`src/rtl/core/bvc_ram.sv`:
```
// ----------------------------------------------------------------------------
// bvc_ram
// Generic simple dual-port RAM: one write port, one read port with a
// registered read that holds its data until the next read.
// ----------------------------------------------------------------------------
module bvc_ram #(
    parameter int WIDTH = 8,
    parameter int DEPTH = 16
) (
    input  logic                     i_clk,
    input  logic                     i_wr_en,
    input  logic [$clog2(DEPTH)-1:0] i_wr_addr,
    input  logic [WIDTH-1:0]         i_wr_data,
    input  logic                     i_rd_en,
    input  logic [$clog2(DEPTH)-1:0] i_rd_addr,
    output logic [WIDTH-1:0]         o_rd_data
);

    logic [WIDTH-1:0] r_mem [DEPTH];
    logic [WIDTH-1:0] r_rd_data;

    // Write port.
    always_ff @(posedge i_clk) begin
        if (i_wr_en) begin
            r_mem[i_wr_addr] <= i_wr_data;
        end
    end

    // Registered read port.
    always_ff @(posedge i_clk) begin
        if (i_rd_en) begin
            r_rd_data <= r_mem[i_rd_addr];
        end
    end

    assign o_rd_data = r_rd_data;

endmodule

```
`config.mk`:
```
export PLATFORM = sky130hd
export DESIGN_NAME = bvc_ram
export DESIGN_NICKNAME = d
export VERILOG_FILES = /design/src/rtl/core/bvc_ram.sv
export SDC_FILE = /design/constraint.sdc
export NUM_CORES = 1
export LEC_CHECK = 0
export ABC_AREA = 0
export BUFFER_PORTS_ARGS = -buffer_cell sky130_fd_sc_hd__buf_4
export CORE_UTILIZATION = 57
export CTS_CLUSTER_SIZE = 10
export DETAILED_ROUTE_END_ITERATION = 8
export PLACE_DENSITY = 0.75
export SETUP_SLACK_MARGIN = 0.3
export SYNTH_ARGS = -nofsm -noshare
export SYNTH_HDL_FRONTEND = slang
export SYNTH_SLANG_ARGS = --single-unit
export TNS_END_PERCENT = 10
```
`constraint.sdc`:
```
create_clock -name i_clk -period 4.4 [get_ports i_clk]
set_clock_uncertainty 0.05 [all_clocks]
set_input_delay 0.88 -clock i_clk [delete_from_list [all_inputs] [get_ports i_clk]]
set_output_delay 0.88 -clock i_clk [all_outputs]
set_load 0.005 [all_outputs]
```
==> results.md, run 1 <==
- Violated checks: DRC
- CTS root buf: sky130_fd_sc_hd__clkbuf_8
- Area fraction in compound gates after synthesis: 0.0230
- Hold Path Origin: i_rd_en
- Synth Area in Simple Gates: 0.0314
- CTS Buffer Depth: 2
- Most instantiated library cell after synthesis: sky130_fd_sc_hd__edfxtp_1
- Core ar.: roughly 8800 um2
- First-pass GRT wire length: around 15,000 um
- Routed Wire Length: 9410 um
- Critical register-to-register path startpoint: r_mem[0][5]
- Lkg Pwr: 2.06 nW
- Height of the die: 97.8 um
- YS warnings: 0
- Worst Path Max Fanout: 8
- Number of standard-cell rows in the floorplan: 34
- Vias per Instance: 6.27
- Pin slew with the least headroom to its limit: 1.22 ns
- Number of maximum-capacitance violations: 0
- Setup Fix Bufs, Post-CTS: 0
- Proportion of synthesized area in mux cells: 0.148
- Critical path endpoint category: flip-flop
- Worst min path class: primary input to flip-flop
- Share of Yosys cell area claimed by the top area cell type: 0.781
- Post-route design area: 6140 um2
- Power per Cell Area: slightly above 500 nW/um2
- GRT Util Overall: 0.223
- DP Cell Count: between 300 and 400
- Number of inserted filler cells in the final layout: 513
- Routability-driven placement congestion ratio: 0.705
- Overall overflow remaining after global route: 0
- Biggest area consumer among synthesized cells: sky130_fd_sc_hd__edfxtp_1
- Sinks on the clock net: 136
- Total negative slack: 0 ns
- Result of the run: finished with violations
- First-pass detailed-route iteration total: 7
- Mean post-synth cell area: 22.8 um2
- Worst hold slack: 0.585 ns
- Clock tree from TritonCTS: yes
- Antenna Nets Post-Route: 0
- Number of hold buffers added after cts: 0
- Hold Violations, Final: 0
- WP data required: 4.48 ns
- Synth-to-layout area growth: 17.4%
- Syn Std Cell Area: 5230 um2
- Post-detail-place hpwl: about 5200 um
- Die X-Extent: slightly below 100 um
- Combinational family with the most area after synthesis: multiplexers
- Via count of the first global-routing pass: 2,545
- Post-CTS clock slew at the launch and capture registers of the worst setup and hold paths: 0.06 ns
- Top achievable clock speed: 0.421 GHz
- Worst setup startpoint: i_wr_addr[2]
- Finished Layout Cells: 388
- Cell area reported after detailed placement: 5490 um2
- Final core utilization: 0.697
- Share of async-settable or async-resettable flops after synthesis: 0
- Relative slew margins: 0.179
- Total Nets Final: 286
- Area share of xor/xnor cells in the synthesized design: 0
- Starting density of the core: 0.594
- Most instantiated cells after synthesis: 136 x sky130_fd_sc_hd__edfxtp_1, 18 x sky130_fd_sc_hd__mux4_2, 16 x sky130_fd_sc_hd__a22oi_1
- Antenna diode count: 0
- Sequential fraction of the synthesis area: 0.781
- Top Ports: 27
- First DRT Iteration DRCs: 251
- Final Max Slew Viols: 0
- Most area-consuming cells after synthesis: sky130_fd_sc_hd__edfxtp_1 78%, sky130_fd_sc_hd__mux4_2 7.8%, sky130_fd_sc_hd__mux4_1 7.0%
- I/O Buffers: 26
- Post-synthesis sequential element count: 136
- Time the worst path needs with I/O delays and setup: 2.37 ns
- Total power of the final layout: 3.13 mW
- Type of the worst setup path: primary input to flip-flop
- Most common flop cell mapped by yosys: sky130_fd_sc_hd__edfxtp_1
- Post_cts resized: 0
- Instance count of the mapped netlist: ~230
- Final worst setup slack: 2.03 ns
- Proportion of layout cells with a drive suffix above 1: 0.271
- Maximum vdd ir drop: about 0.30 mV
- Mean routed wirelength per cell: 24.2 um
- Synth Area in Adders: 0
- Clock latency on the worst-skew pair: 0.52 ns
- Portion of the clock cycle consumed by the worst path in the final layout: 0.539
- Number of setup violations in the final report: 0
- DP Worst Slack: 1.60 ns
- Nature of the critical path startpoint: primary input
- Number of synthesized flops with an enable pin: 136
- Synth cell types: 18
- Number of nets produced by synthesis: 248
- Deepest level of the CTS H-tree: 4
- Setup repair after global routing missed its margin: false
- Via count: 2,433
- Maximum number of pins on one net before global-route repair: 33
- Number of antenna violations at the first check in global routing: 0
- Full die area: 9560 um2
- Residual DRC count: 4
- Endpoint arrival time on the critical path: between 2 and 2.5 ns
- Total CTS buffers: 17
==> final timing paths <==
| kind | endpoint | slack, ns | depth (start not counted) |
|---|---|---|---|
| max | r_mem[0][2] | 2.03 | 3 |
| min | o_rd_data[2] | 0.59 | 1 |
| max reg2reg | o_rd_data[5] | 2.78 | 3 |
| min reg2reg | o_rd_data[2] | 0.72 | 3 |
==> cells in the final DEF (no fill, tap or decap), drive strengths merged <==
master and instances:
inv 1, nand3 1, nor2b 1, clkbuf 18, edfxtp 136, and2b 1
clkinv 7, a22oi 16, mux4 32, or3b 1, bufinv 6, nor3 4
nand3b 2, and2 1, nand2 9, nand2b 2, nor2 13, buf 29
==> layer usage <==
metal  up-vias  share of wire  global-route usage
li1       1060              -                   -
met1      1235           0.43               0.303
met2       127           0.49               0.340
met3        11          0.065              0.0616
met4         0          0.013               0.107
met5         -              0                   0
==> critical path, stage by stage <==
cell                     delay [ns]
sky130_fd_sc_hd__buf_4         0.12
sky130_fd_sc_hd__or3b_2        0.50
sky130_fd_sc_hd__nor3_1        0.95
==> state kept, by name (all words and copies together) (netlist names) <==
register   cells
o_rd_data      8
r_mem        128
==> final cells by class <==
class	instances	area, um2	area share
tap	108	135	0.0220
sequential	136	4080	0.665
timing repair buffer	29	218	0.0355
clock buffer	18	418	0.0681
multi-input combinational	83	1060	0.172
clock inverter	14	228	0.0371
==> cells by family (layout without fill, tap and decap cells) <==
| logic type | count (synthesis) | after routing |
|---|---|---|
| compound gates | 16 | 16 |
| buf+inv | 10 | 61 |
| flops | 136 | 136 |
| mux | 32 | 32 |
| simple gates | 35 | 35 |
==> power by group <==
group	switching (mW)	internal [mW]	total, mW
logic	0.0731	0.0583	0.131
registers	0.00727	1.46	1.47
clock network	0.504	1.03	1.53
total	0.584	2.55	3.13
No activity file was read; power rests on OpenSTA's default activity.
==> inputs of run 2 (changes only) <==
--- a/config.mk
+++ b/config.mk
@@ -5,9 +5,9 @@
 export SDC_FILE = /design/constraint.sdc
 export NUM_CORES = 1
 export LEC_CHECK = 0
-export ABC_AREA = 0
+export ABC_AREA = 1
 export BUFFER_PORTS_ARGS = -buffer_cell sky130_fd_sc_hd__buf_4
-export CORE_UTILIZATION = 57
+export CORE_UTILIZATION = 55
 export CTS_CLUSTER_SIZE = 10
 export DETAILED_ROUTE_END_ITERATION = 8
 export PLACE_DENSITY = 0.75
==> constraint.sdc (replaced) <==
create_clock -name i_clk -period 2.1 [get_ports i_clk]
set_clock_uncertainty 0.05 [all_clocks]
set_input_delay 0.42 -clock i_clk [delete_from_list [all_inputs] [get_ports i_clk]]
set_output_delay 0.42 -clock i_clk [all_outputs]
set_load 0.005 [all_outputs]
==> run 2 against run 1 <==
  * The run now ends clean
  * Highest routed layer unchanged
  * Critical path depth down 2
  * Combinational power increased to 2.9 times the previous value
  * Count of clock-buffer cells in the layout down 1
  * Final area rose by 13%
==> results.md, run 2 <==
- Core ar.: 10,300 um2 (+17%)
- Share of Yosys cell area claimed by the top area cell type: 0.698 (-0.0828)
- Routed met1 length: 5240 um (+30%)
- Top Ports: 27 (unchanged)
- Full die area: 11,000 um2 (+16%)
- Number of instances on the worst hold path: 1 (unchanged)
- Total negative slack: 0 ns (unchanged)
- Proportion of layout cells with a drive suffix above 1: 0.135 (-0.136)
- CP cell instances: buf_4
- Biggest area consumer among synthesized cells: sky130_fd_sc_hd__edfxtp_1
- Number of hold buffers added after cts: 0 (unchanged)
- Delay contributed by the slowest stage of the critical path: 0.44 ns (-0.51 ns)
- Commonest non-fill, non-tap cell in the layout: sky130_fd_sc_hd__nand2_1
- Instance count of the mapped netlist: 551 (+140%)
- Relative slew margins: 0.610 (+0.430)
- Number of synthesized flops with an enable pin: 136 (unchanged)
- Hold Violations, Final: 0 (unchanged)
- Wire length on met3: 1010 um (+65%)
- Power per Cell Area: 990 nW/um2 (+94%)
- Maximum vdd ir drop: 0.517 mV (+74%)
- Most flop-heavy register: r_mem
- Antenna Nets Post-Route: 0 (unchanged)
- Area of the multi-input gates: 1210 um2 (+15%)
- First-pass GRT wire length: 20,300 um (+39%)
- Most instantiated cells after synthesis: 173 x sky130_fd_sc_hd__nand2_1, 136 x sky130_fd_sc_hd__edfxtp_1, 100 x sky130_fd_sc_hd__inv_1
- Worst min path class: primary input to flip-flop
- Critical register-to-register path startpoint: r_mem[3][7]
- Mean routed wirelength per cell: 17.2 um (-29%)
- Post-CTS clock slew at the launch and capture registers of the worst setup and hold paths: 0.06 ns (about the same)
- WHS Endpoint: o_rd_data[2]
- Total CTS buffers: 17 (unchanged)
- Sequential fraction of the synthesis area: 0.698 (-0.0828)
- Int Power: 5.48 mW (+120%)
- CTS root buf: sky130_fd_sc_hd__clkbuf_8
- Number of inserted filler cells in the final layout: 759 (+48%)
- Most area-consuming cells after synthesis: sky130_fd_sc_hd__edfxtp_1 70%, sky130_fd_sc_hd__nand2_1 11%, sky130_fd_sc_hd__nand3_1 8.3%
- Antenna diode count: 0 (unchanged)
- Post-synthesis sequential element count: 136 (unchanged)
- Nature of the critical path startpoint: flip-flop
- Worst R2R End: o_rd_data[7]
- Number of buffers and inverters on the critical path: 1 (unchanged)
- Most common flop cell mapped by yosys: sky130_fd_sc_hd__edfxtp_1
- Via count of the first global-routing pass: 3,746 (+47%)
- Routability-driven placement congestion ratio: 0.885 (+26%)
- Synth cell types: 11 (-7)
- Critical path endpoint category: output port
- Switching Share: 0.202 (+0.0150)
- WP data required: 1.63 ns (-2.85 ns)
- First DRT Iteration DRCs: 395 (+57%)
- FF-to-FF setup slack: 0.86 ns (-1.92 ns)
- Seq pwr share: 0.449 (-0.020)
- Die X-Extent: 105 um (+7.5%)
- Total Nets Final: 613 (+110%)
- Residual DRC count: 0 (-4)
- Clock latency on the worst-skew pair: 0.52 ns (about the same)
- First-pass detailed-route iteration total: 7 (unchanged)
- Number of maximum-capacitance violations: 0 (unchanged)
- Synth-to-layout area growth: 18.6%
- Starting density of the core: 0.566 (-0.0273)
- Overall overflow remaining after global route: 0 (unchanged)
- Final Max Slew Viols: 0 (unchanged)
- Share of async-settable or async-resettable flops after synthesis: 0 (unchanged)
- Depth of the most critical reg-to-reg path: 6 (+3)
- Result of the run: completed
- Type of the worst setup path: flip-flop to output port
- Setup Fix Bufs, Post-CTS: 0 (unchanged)
- YS warnings: 0 (unchanged)
- Number of antenna violations at the first check in global routing: 0 (unchanged)
- Clock network power share: 0.495 (+0.005)
- Portion of the clock cycle consumed by the worst path in the final layout: 0.764
- Post_cts resized: 0 (unchanged)
- Mean post-synth cell area: 10.6 um2 (-54%)
- Time the worst path needs with I/O delays and setup: 1.60 ns
- Net switching power: 1.38 mW (+140%)
- Worst setup startpoint: o_rd_data[3]
- Endpoint arrival time on the critical path: 1.13 ns (-1.32 ns)
- Most instantiated library cell after synthesis: sky130_fd_sc_hd__nand2_1
- Pin slew with the least headroom to its limit: 0.585 ns (-0.637 ns)
- Area taken by flip-flops and latches: 4080 um2 (unchanged)
- Highest signal layer in the routed design: met4
- Most frequent cells in the layout: 173 x sky130_fd_sc_hd__nand2_1, 136 x sky130_fd_sc_hd__edfxtp_1, 100 x sky130_fd_sc_hd__inv_1
- Clock tree from TritonCTS: yes
- I/O Buffers: 26 (unchanged)
- Worst hold slack: 0.163 ns (-0.422 ns)
- Top achievable clock speed: ~0.62 GHz
- Combinational share of power: 0.056 (+0.014)
- Lkg Pwr: 3.01 nW (+46%)
- Setup repair after global routing missed its margin: false
- Worst Path Max Fanout: 1 (-7)
- Slowest library cell on the worst path: sky130_fd_sc_hd__edfxtp_1
- Post-detail-place hpwl: 7870 um (+50%)
- Crit-path leading delay family: flip-flops
- Deepest level of the CTS H-tree: 4 (unchanged)
- Number of nets produced by synthesis: 570 (+130%)
- GRT Util Overall: 0.257 (+0.0338)
- Number of standard-cell rows in the floorplan: 37 (+8.8%)
- Routed Wire Length: 12,800 um (+36%)
- Via count: 3,877 (+59%)
- Number of setup violations in the final report: 0 (unchanged)
- CTS Buffer Depth: 2 (unchanged)
- Number of flip-flops in the largest register: 128 (unchanged)
- Met2 WL post-DR: 6260 um (+35%)
- Syn Std Cell Area: 5850 um2 (+12%)
- Height of the die: 105 um (+7.5%)
- Sinks on the clock net: 136 (unchanged)
- Vias per Instance: 5.22 (-17%)
- Hold Path Origin: i_rd_en
- Maximum number of pins on one net before global-route repair: 65 (+97%)
==> run 2: per-layer routing <==
metal / up-vias / global-route usage
met5: - / 0
met4: 0 / 0.114
met3: 20 / 0.0555
met2: 168 / 0.409
met1: 1821 / 0.341
li1: 1868 / -
==> run 2: cell families (layout without fill, tap and decap cells) <==
group / Yosys count / count (layout) / share of synthesized area
buffers and inverters: 126 / 182 / 0.0939
AND/OR/NAND/NOR: 289 / 289 / 0.208
flip-flops: 136 / 136 / 0.698
==> run 2: worst max-delay path by stage <==
| stage | endpoint | slack (ns) | cells after the start |
|---|---|---|---|
| after global placement | o_rd_data[7] | 0.36 | 5 |
| after global routing | o_rd_data[3] | 0.47 | 1 |
| after detailed placement | o_rd_data[6] | 0.33 | 8 |
| after floorplan | r_mem[10][0] | 0.68 | 2 |
| after CTS | o_rd_data[3] | 0.49 | 1 |
| final | o_rd_data[3] | 0.50 | 1 |
==> run 2: final cells by class <==
class,count,share of cell area
Clock buffer,17,0.0597
Inverter,102,0.0552
Timing Repair Buffer,48,0.0574
Clock inverter,15,0.0395
Multi-Input combinational cell,289,0.175
Tap cell,136,0.0245
Sequential cell,136,0.589
==> run 2: worst reg2reg max path: cells and delay by family (launching register included) <==
family                 cells  cell delay, ns
and+or+nand+nor            5            0.50
DFF                        1            0.37
buffers and inverters      1            0.06
==> run 2: per-stage QoR <==
stage	power (mW)	setup slack [ns]	instances	area, um2	utilization
after detailed placement	3.52	0.333	711	6250	0.605
after floorplan	3.34	0.679	551	5850	-
after CTS	6.90	0.489	743	6940	0.672
after global placement	3.51	0.358	711	6250	0.605
final	6.86	0.496	743	6940	0.672
after global routing	7.06	0.467	743	6940	0.672
==> run 2: power groups by stage <==
stage          clock network (mW)  registers, mW  logic [mW]
6_report                     3.40           3.08       0.385
5_1_grt                      3.55           3.08       0.430
4_1_cts                      3.43           3.08       0.385
3_5_place_dp                    0           3.14       0.382
3_3_place_gp                    0           3.13       0.375
2_1_floorplan                   0           3.13       0.214
